==> src/rtl/i2crm_pkg.sv <==
// types and constants shared by the i2c register master
`timescale 1ns / 1ps

package i2crm_pkg;

   localparam logic [1:0] CMD_TICK  = 2'd0;
   localparam logic [1:0] CMD_WRITE = 2'd1;
   localparam logic [1:0] CMD_READ  = 2'd2;

   localparam logic [7:0] PHASE_TICKS_RESET = 8'd20;
   localparam logic [7:0] READ_BIT_MASK     = 8'h01;
   localparam logic [3:0] BITS_PER_BYTE     = 4'd8;

   typedef enum logic [15:0] {
      PH_IDLE = 16'h0001,
      PH_ST0  = 16'h0002,
      PH_ST1  = 16'h0004,
      PH_ST2  = 16'h0008,
      PH_TX0  = 16'h0010,
      PH_TX1  = 16'h0020,
      PH_TX2  = 16'h0040,
      PH_AK0  = 16'h0080,
      PH_AK1  = 16'h0100,
      PH_AK2  = 16'h0200,
      PH_RX1  = 16'h0400,
      PH_RX2  = 16'h0800,
      PH_MA0  = 16'h1000,
      PH_MA1  = 16'h2000,
      PH_SP0  = 16'h4000,
      PH_SP1  = 16'h8000
   } phase_type;

   typedef enum logic [4:0] {
      STG_DEVW  = 5'b00001,
      STG_REG   = 5'b00010,
      STG_WDATA = 5'b00100,
      STG_DEVR  = 5'b01000,
      STG_RDATA = 5'b10000
   } stage_type;

   typedef struct packed {
      phase_type  phase;
      stage_type  stage;
      logic [7:0] delay_count;
      logic [3:0] bit_count;
      logic [7:0] bytes_left;
      logic [7:0] shift_reg;
      logic [6:0] latched_dev;
      logic [7:0] latched_reg;
      logic       is_read;
      logic       scl_drv;
      logic       sda_drv;
      logic       err;
      logic       ack_bad;
   } state_type;

   typedef struct packed {
      logic       nack_error;
      logic       done_res;
      logic       wr_taken;
      logic       rd_valid;
      logic [7:0] rd_data;
      logic       busy_res;
      logic       sda_out;
      logic       scl_out;
   } result_type;

   localparam state_type STATE_RESET = '{
      phase:       PH_IDLE,
      stage:       STG_DEVW,
      delay_count: 8'd0,
      bit_count:   4'd0,
      bytes_left:  8'd0,
      shift_reg:   8'd0,
      latched_dev: 7'd0,
      latched_reg: 8'd0,
      is_read:     1'b0,
      scl_drv:     1'b1,
      sda_drv:     1'b1,
      err:         1'b0,
      ack_bad:     1'b0
   };

endpackage

==> src/rtl/i2crm_step.sv <==
// next-state and result logic for one tick of the i2c register master
`timescale 1ns / 1ps

module i2crm_step (
   input  i2crm_pkg::state_type  state,
   input  logic [7:0]            phase_ticks,
   input  logic [1:0]            cmd,
   input  logic [6:0]            slave_addr,
   input  logic [7:0]            sub_addr,
   input  logic [7:0]            xfer_len,
   input  logic [7:0]            wr_data,
   input  logic                  sda_in,
   output i2crm_pkg::state_type  state_next,
   output i2crm_pkg::result_type result
);
   import i2crm_pkg::*;

   state_type  n;
   phase_type  np;
   logic       enter;
   logic [7:0] dc;
   logic       rdv;
   logic [7:0] rdd;
   logic       taken;
   logic       done;
   logic       nerr;

   always_comb begin
      n     = state;
      np    = state.phase;
      enter = 1'b0;
      rdv   = 1'b0;
      rdd   = 8'd0;
      taken = 1'b0;
      done  = 1'b0;
      nerr  = 1'b0;
      dc    = state.delay_count - 8'd1;

      if (state.phase == PH_IDLE) begin
         if (cmd == CMD_WRITE || cmd == CMD_READ) begin
            n.latched_dev = slave_addr;
            n.latched_reg = sub_addr;
            n.bytes_left  = xfer_len;
            n.is_read     = (cmd == CMD_READ);
            n.stage       = STG_DEVW;
            n.err         = 1'b0;
            np            = PH_ST0;
            enter         = 1'b1;
         end
      end else begin
         n.delay_count = dc;
         if (dc == 8'd0) begin
            enter = 1'b1;
            case (state.phase)
               PH_ST0: np = PH_ST1;
               PH_ST1: np = PH_ST2;
               PH_ST2: begin
                  n.shift_reg = (state.stage == STG_DEVR) ?
                                ({state.latched_dev, 1'b0} | READ_BIT_MASK) :
                                {state.latched_dev, 1'b0};
                  n.bit_count = 4'd0;
                  np          = PH_TX0;
               end
               PH_TX0: np = PH_TX1;
               PH_TX1: np = PH_TX2;
               PH_TX2: begin
                  n.shift_reg = {state.shift_reg[6:0], 1'b0};
                  n.bit_count = state.bit_count + 4'd1;
                  np = (n.bit_count < BITS_PER_BYTE) ? PH_TX0 : PH_AK0;
               end
               PH_AK0: np = PH_AK1;
               PH_AK1: begin
                  n.ack_bad = sda_in;
                  np        = PH_AK2;
               end
               PH_AK2: begin
                  if (state.ack_bad) begin
                     n.err = 1'b1;
                     np    = PH_SP0;
                  end else if (state.stage == STG_DEVW) begin
                     n.stage     = STG_REG;
                     n.shift_reg = state.latched_reg;
                     n.bit_count = 4'd0;
                     np          = PH_TX0;
                  end else if (state.stage == STG_REG && state.is_read) begin
                     n.stage = STG_DEVR;
                     np      = PH_ST0;
                  end else if (state.stage == STG_REG || state.stage == STG_WDATA) begin
                     if (state.bytes_left != 8'd0) begin
                        n.stage      = STG_WDATA;
                        n.bytes_left = state.bytes_left - 8'd1;
                        n.shift_reg  = wr_data;
                        n.bit_count  = 4'd0;
                        taken        = 1'b1;
                        np           = PH_TX0;
                     end else begin
                        n.err = 1'b0;
                        np    = PH_SP0;
                     end
                  end else if (state.bytes_left != 8'd0) begin
                     // read address acked, start clocking in data
                     n.stage     = STG_RDATA;
                     n.shift_reg = 8'd0;
                     n.bit_count = 4'd0;
                     np          = PH_RX1;
                  end else begin
                     n.err = 1'b0;
                     np    = PH_SP0;
                  end
               end
               PH_RX1: begin
                  n.shift_reg = {state.shift_reg[6:0], sda_in};
                  n.bit_count = state.bit_count + 4'd1;
                  np          = PH_RX2;
               end
               PH_RX2: np = (state.bit_count < BITS_PER_BYTE) ? PH_RX1 : PH_MA0;
               PH_MA0: np = PH_MA1;
               PH_MA1: begin
                  rdv          = 1'b1;
                  rdd          = state.shift_reg;
                  n.bytes_left = state.bytes_left - 8'd1;
                  if (n.bytes_left != 8'd0) begin
                     n.stage     = STG_RDATA;
                     n.shift_reg = 8'd0;
                     n.bit_count = 4'd0;
                     np          = PH_RX1;
                  end else begin
                     n.err = 1'b0;
                     np    = PH_SP0;
                  end
               end
               PH_SP0: np = PH_SP1;
               default: begin
                  // stop hold over, back to idle
                  enter         = 1'b0;
                  n.phase       = PH_IDLE;
                  n.delay_count = 8'd0;
                  n.scl_drv     = 1'b1;
                  n.sda_drv     = 1'b1;
                  done          = 1'b1;
                  nerr          = state.err;
               end
            endcase
         end
      end

      if (enter) begin
         n.phase       = np;
         n.delay_count = (phase_ticks == 8'd0) ? 8'd1 : phase_ticks;
         case (np)
            PH_ST0: begin
               n.scl_drv = 1'b1;
               n.sda_drv = 1'b1;
            end
            PH_ST1: n.sda_drv = 1'b0;
            PH_ST2: n.scl_drv = 1'b0;
            PH_TX0: n.sda_drv = n.shift_reg[7];
            PH_TX1: n.scl_drv = 1'b1;
            PH_TX2: n.scl_drv = 1'b0;
            PH_AK0: n.sda_drv = 1'b1;
            PH_AK1: n.scl_drv = 1'b1;
            PH_AK2: n.scl_drv = 1'b0;
            PH_RX1: begin
               n.scl_drv = 1'b1;
               n.sda_drv = 1'b1;
            end
            PH_RX2: n.scl_drv = 1'b0;
            PH_MA0: begin
               // nack on the last byte
               n.scl_drv = 1'b1;
               n.sda_drv = (n.bytes_left == 8'd1);
            end
            PH_MA1: n.scl_drv = 1'b0;
            PH_SP0: begin
               n.scl_drv = 1'b1;
               n.sda_drv = 1'b0;
            end
            PH_SP1: n.sda_drv = 1'b1;
            default: begin
               n.scl_drv = state.scl_drv;
            end
         endcase
      end
   end

   assign state_next        = n;
   assign result.scl_out    = n.scl_drv;
   assign result.sda_out    = n.sda_drv;
   assign result.busy_res   = (n.phase != PH_IDLE);
   assign result.rd_data    = rdd;
   assign result.rd_valid   = rdv;
   assign result.wr_taken   = taken;
   assign result.done_res   = done;
   assign result.nack_error = nerr;

endmodule

==> src/rtl/i2c_register_master_top.sv <==
// top level of the tick-driven i2c register master
`timescale 1ns / 1ps

// Each accepted req transaction is one bus timing tick: it may start a register
// write or read (ignored while busy) and carries the sampled SDA level and the
// next write byte. Every tick yields exactly one rsp transaction with the line
// drives and status pulses in the cycle after acceptance. One tick is accepted
// per cycle; the only limit is the single rsp output register, which accepts a
// new tick whenever it is empty or being taken in the same cycle. phase_ticks
// is written through csr_wr_en / csr_wr_data and is picked up at the next
// phase entry.

module i2c_register_master_top (
   input  logic        clock,
   input  logic        reset,
   input  logic        csr_wr_en,
   input  logic [7:0]  csr_wr_data,
   input  logic        req_tvalid,
   output logic        req_tready,
   input  logic [1:0]  req_tuser,   // cmd
   input  logic [31:0] req_tdata,   // slave_addr, sub_addr, xfer_len, wr_data, sda_in
   output logic        rsp_tvalid,
   input  logic        rsp_tready,
   // scl_out, sda_out, busy_res, rd_data, rd_valid, wr_taken, done_res, nack_error
   output logic [15:0] rsp_tdata
);
   import i2crm_pkg::*;

   state_type  state_ff;
   state_type  state_in;
   result_type result_ff;
   result_type result_in;
   logic       rsp_valid_ff;
   logic       rsp_valid_in;
   logic [7:0] phase_ticks_ff;
   logic       req_take;

   assign req_tready = !rsp_valid_ff || rsp_tready;
   assign req_take   = req_tvalid && req_tready;

   i2crm_step u_step (
      .state       (state_ff),
      .phase_ticks (phase_ticks_ff),
      .cmd         (req_tuser),
      .slave_addr  (req_tdata[6:0]),
      .sub_addr    (req_tdata[14:7]),
      .xfer_len    (req_tdata[22:15]),
      .wr_data     (req_tdata[30:23]),
      .sda_in      (req_tdata[31]),
      .state_next  (state_in),
      .result      (result_in)
   );

   assign rsp_valid_in = req_take ? 1'b1 : (rsp_valid_ff && !rsp_tready);

   always_ff @(posedge clock) begin
      if (reset) begin
         state_ff       <= STATE_RESET;
         rsp_valid_ff   <= 1'b0;
         phase_ticks_ff <= PHASE_TICKS_RESET;
      end else begin
         rsp_valid_ff <= rsp_valid_in;
         if (req_take) begin
            state_ff <= state_in;
         end
         if (csr_wr_en) begin
            phase_ticks_ff <= csr_wr_data;
         end
      end
   end

   always_ff @(posedge clock) begin
      if (req_take) begin
         result_ff <= result_in;
      end
   end

   assign rsp_tvalid = rsp_valid_ff;
   assign rsp_tdata  = {1'b0, result_ff};

endmodule

==> config.mk <==
export PLATFORM = sky130hd
export DESIGN_NAME = i2c_register_master_top
export DESIGN_NICKNAME = d
export VERILOG_FILES = /design/src/rtl/i2crm_pkg.sv /design/src/rtl/i2crm_step.sv /design/src/rtl/i2c_register_master_top.sv
export SDC_FILE = /design/constraint.sdc
export NUM_CORES = 1
export LEC_CHECK = 0
export ABC_AREA = 1
export BUFFER_PORTS_ARGS = -buffer_cell sky130_fd_sc_hd__buf_2
export CAP_MARGIN = 10
export CORE_MARGIN = 1.5
export CORE_UTILIZATION = 47
export DETAILED_ROUTE_END_ITERATION = 16
export PLACE_DENSITY = 0.65
export SYNTH_ARGS = -nofsm -noshare
export SYNTH_HDL_FRONTEND = slang
export SYNTH_HIERARCHICAL = 1
export SYNTH_SLANG_ARGS = --single-unit
==> constraint.sdc <==
create_clock -name clock -period 4 [get_ports clock]
set_input_delay 0.2 -clock clock [delete_from_list [all_inputs] [get_ports clock]]
set_output_delay 0.2 -clock clock [all_outputs]
set_load 0.1 [all_outputs]
Word level (Yosys, flattened, before mapping) --
Index checks and enable logic that the tools add are counted. Widths: inputs -> output; s select.
Cells by class: add/subtract/negate cells 3, $lt $le $gt $ge 2, eq/ne operators 51, muxes and demuxes 83, bitwise operators 5, reductions and logical operators 34
Operators with widths (count):
- $mux 20 | 12
- $pmux 16 s14 | 1
- $mux 16 | 9
- $mux 8 | 13
- $mux 15 | 4
- $mux 49 | 1
- $mux 5 | 9
- $pmux 8 s5 | 1
- $eq 16x10->1 const B | 2
- $eq 16x11->1 const B | 2
- $eq 16x12->1 const B | 2
- $eq 16x13->1 const B | 2
- $eq 16x14->1 const B | 2
- $eq 16x15->1 const B | 2
- $eq 16x2->1 const B | 2
- $eq 16x3->1 const B | 2
- $eq 16x4->1 const B | 2
- $eq 16x5->1 const B | 2
- $eq 16x6->1 const B | 2
- $eq 16x7->1 const B | 2
- $eq 16x8->1 const B | 2
- $eq 16x9->1 const B | 2
- $reduce_and 8->1 | 3
- $mux 4 | 5
- other kinds (52) | 92
Storage, ports and cells: bits in registers 93, input port bits 47, output and inout bits 18, word-level logic and storage cells 202

Longest topological paths before layout --
word-level depth 21, mapped depth 28, gate-level depth less buffers 27

By module --
Netlist, hierarchy kept.
By module, submodules not included:
- i2crm_step | instances 1, cells each 808, area each 3900.0 µm², sequential area each 0.0 µm²
- i2c_register_master_top | instances 1, cells each 503, area each 3878.7 µm², sequential area each 2011.9 µm²

Worst setup path before layout --
No wires, ideal clock.
kind reg-to-reg, start register state_ff[40] (netlist bit), end register state_ff[2] (netlist bit), library setup time 134 ps, data arrival time 2760 ps, data required time 3866 ps, path slack 1107 ps, cell stages (with the launch flop) 25, path buffers 2, clock period less this slack 2893 ps, cells stage by stage dfxtp_1 inv_1 ha_1 xnor2_1 nand3_1 nor2_4 nand3_4 nor2_8 o21ai_4 buf_6 nand2_2 nand3_2 nor2_4 nand2_4 nor2_8 nand2_1 nand2_2 nor2_2 nand2_2 nand2_1 nand2_1 nand2_1 buf_4 nand3_1 nand3_1
RTL lines:
- from (decl) | line i2c_register_master_top.sv:29 | state_type state_ff;
- from (signal assigned) | line i2c_register_master_top.sv:64 | state_ff <= state_in;

==> impl_metrics.toml <==
[global_route]
grt_antenna_before_repair = 0
grt_pass1_vias = 7494
grt_first_pass_wirelength_um = 37800
met3_usage_pct = 3.36
gr-total-overflow = 0
use_met2_pct = 41.4
grt_max_degree = 85
met1_usage_pct = 37.9
top_usage_layer = "met2"
grtUsageTotal_pct = 26.9

[critical_path]
worstPathRequired_ns = 4.21
cp_data_arrival_time_ns = 3.77
cp-endpoint = "state_ff[2]$_SDFFE_PP1P_"
reg2regPathDepth = 27
cp_max_fo = 7
endpoint_kind = "register"
crit_type = "register to register"
startpoint = "state_ff[28]$_SDFFE_PP0P_"
cp-start-kind = "register"
timing.reg2reg.setup_slack_ns = 0.44
r2r_end = "state_ff[2]$_SDFFE_PP1P_"
timing.rr.start = "state_ff[28]$_SDFFE_PP0P_"

[yosys]
ys_ff_latch = 93
synthCells = 1311
yosysTopAreaCell = "dfxtp_1"
yosysSeqAreaShare_pct = 25.9
async_flop_share_pct = 0
syn-num-nets = 1364
yosys.area_share.simple_pct = 44.6
synth_edf_count = 15
synth_xor_area_share_pct = 0.659
yosys.area_share.adder_pct = 0.965
yosysTopAreaCellShare_pct = 20.1
ys_warn_count = 6
yosys-top-cells-area = "dfxtp_1 20%, nand2_1 16%, nand3_1 9.7%"
yosys-mux-area-fraction_pct = 0
synth_top_cells_by_count = "327 x nand2_1, 186 x nor2_1, 179 x inv_1"
post-synth-top-count-cell = "nand2_1"
avgSynthCellArea_um2 = 5.93
synth_compound_area_share_pct = 13.3
netlist_area_um2 = 7780
yosysUniqueCellTypes = 50
synth-main-ff-cell = "dfxtp_1"
synth_top_family_by_area = "simple AND/OR/NAND/NOR gates"

[sta]
tightest_slew_ns = 0.856
setup_tns_ns = 0
relSlewSlack_pct = 42.9
period_share_pct = 89.0
finalCriticalPeriod_ns = 3.56
drv_slew = 0
worst_clock_skew_ns = 0.00799
hold_viol = 0
layout_setup_ws_ns = 0.441
max_freq_mhz = 281
setup_viol = 0
rsz0062_at_grt = "no"

[place]
dp_hpwl_um = 16900
port_buffers = 63
dpl_cell_area_um2 = 8020
post-place-ws_ns = 0.452
routabilityCongestion = 0.974

[final_layout]
final_area_um2 = 8380
insertedDiodeCount = 0
nets = 1392
syn2layout_area_growth_pct = 7.79
drive_above_1_share_pct = 13.2

[floorplanning]
die_h_um = 132
start_util_pct = 48.6
rows = 46
ioPinCount = 65
die_area_um2 = 17300
die_w_um = 132
coreArea_um2 = 16000

[detailed_routing]
antenna_left = 0
totalWireLength_um = 23200
drcViolationCount = 0
vias = 8277
drt_iter0_drc = 680
wire_per_inst_um = 14.9
firstDrtPassIters = 5
vias_per_cell = 5.31

[run]
max-cap-violations = 0

[clock_tree]
path_clk_slew_ns = 0.07
cts_tree = "done"
htreeDepth = 3
clockBufferDepth = 2
insertion_delay_ns = 0.36
cts_made_buffers = 9
cts.sinks = 93
clk_root_buffer_cell = "clkbuf_16"
hold_buffers = 0

[power_and_ir_drop]
p_leak_nw = 4.09
ir_worst_vdd_mv = 0.211
power.total_mw = 2.89
cellPowerDensity_nw_per_um2 = 345

[min_path]
min-delay-path-class = "input pin to register"

[run_status]
outcome = "complete, no violations"
-- flip-flops by register name (all words and copies together) (netlist names) --
name            cells
phase_ticks_ff      8
state_ff           69
rsp_tdata          15
rsp_tvalid          1
-- layout by cell type (no fill, tap or decap), types with 2 or more instances in the layout --
cell type,count
nand2_1,327
nor2_1,186
inv_1,178
nand3_1,150
a21oi_1,89
dfxtp_1,78
buf_2,62
o21ai_0,56
nor2_2,22
nand4_1,18
nand2_2,17
o22ai_1,16
edfxtp_1,15
inv_2,14
buf_4,12
nor2_4,10
clkbuf_16,9
nor3_1,7
nand2_4,6
a22oi_1,6
o21ai_1,6
ha_1,6
nand3_2,4
nor4_1,4
clkinvlp_4,3
nor2_8,3
xnor2_1,3
nand3b_1,3
inv_8,2
o2111ai_1,2
a31oi_1,2
o22a_1,2
and2_1,2
or2_2,2
o211ai_1,2
-- metrics by stage --
stage | utilization [%] | cells | hold WS [ns]
6_report | 52.4 | 1560 | 0.0130
5_1_grt | 52.4 | 1560 | 0.0172
4_1_cts | 52.1 | 1555 | 0.000666
3_5_place_dp | 50.1 | 1539 | 0.387
3_3_place_gp | 50.1 | 1539 | 0.382
2_1_floorplan | - | 1311 | 0.269
-- area by class of cell --
| class | count | area [µm²] |
|---|---|---|
| Multi-Input combinational cell | 965 | 4640 |
| Inverter | 195 | 738 |
| Clock inverter | 7 | 92.6 |
| Fill cell | 1753 | 7620 |
| Clock buffer | 9 | 225 |
| Timing Repair Buffer | 74 | 400 |
| Tap cell | 216 | 270 |
| Sequential cell | 93 | 2010 |
| Timing Repair inverter | 1 | 5.00 |
-- where the power goes --
group,leakage [nW],internal [mW],switching [mW],total [mW]
combinational,3.15,0.268,0.583,0.851
sequential,0.791,1.02,0.0731,1.09
clock,0.149,0.502,0.448,0.951
total,4.09,1.79,1.10,2.89
-- worst min path at each step --
stage	startpoint	endpoint	slack [ns]	depth (start not counted)
after floorplan	reset	rsp_tvalid$_SDFF_PP0_	0.27	1
after global placement	reset	rsp_tvalid$_SDFF_PP0_	0.38	2
after detailed placement	reset	rsp_tvalid$_SDFF_PP0_	0.39	2
after CTS	reset	rsp_tvalid$_SDFF_PP0_	0.0007	2
after global routing	reset	rsp_tvalid$_SDFF_PP0_	0.02	2
final	reset	rsp_tvalid$_SDFF_PP0_	0.01	2
-- cells by family (layout without fill, tap and decap cells) --
kind of cell    Yosys count  after routing
flops                    93             93
simple gates            765            765
compound gates          188            188
buf+inv                 253            286
other cells               1              1
fa+ha+maj                 6              6
xor+xnor                  5              5
-- layer usage --
metal,part of all wire (%),vias up
met3,5.1,42
met4,2.6,0
met2,44,265
met5,0,-
li1,-,4232
met1,48,3738
-- repair_timing --
item | CTS | global route
buffers inserted | 0 | 4
endpoints found under the hold margin | 0 | 0
setup endpoints to repair | 0 | 1
gates resized for setup | 0 | 2
-- critical path, stage by stage, from the launching register on --
cell	delay [ns]
dfxtp_1	0.36
inv_1	0.18
ha_1	0.31
inv_1	0.06
nor2_1	0.12
nand2_1	0.11
nor2_2	0.22
inv_1	0.12
nand2_1	0.10
nor2_1	0.10
nand2_1	0.17
inv_2	0.13
nor2_1	0.20
nand3_1	0.12
nand2_2	0.13
nand2_2	0.09
inv_4	0.09
nand2_8	0.07
nor2_1	0.15
nand2_1	0.07
nand2_1	0.07
nor2_1	0.04
nand2_2	0.07
nand2_1	0.04
nand2_1	0.06
nand2_1	0.06
nand3_1	0.08
nand3_1	0.09
No activity file was read; power rests on OpenSTA's default activity.
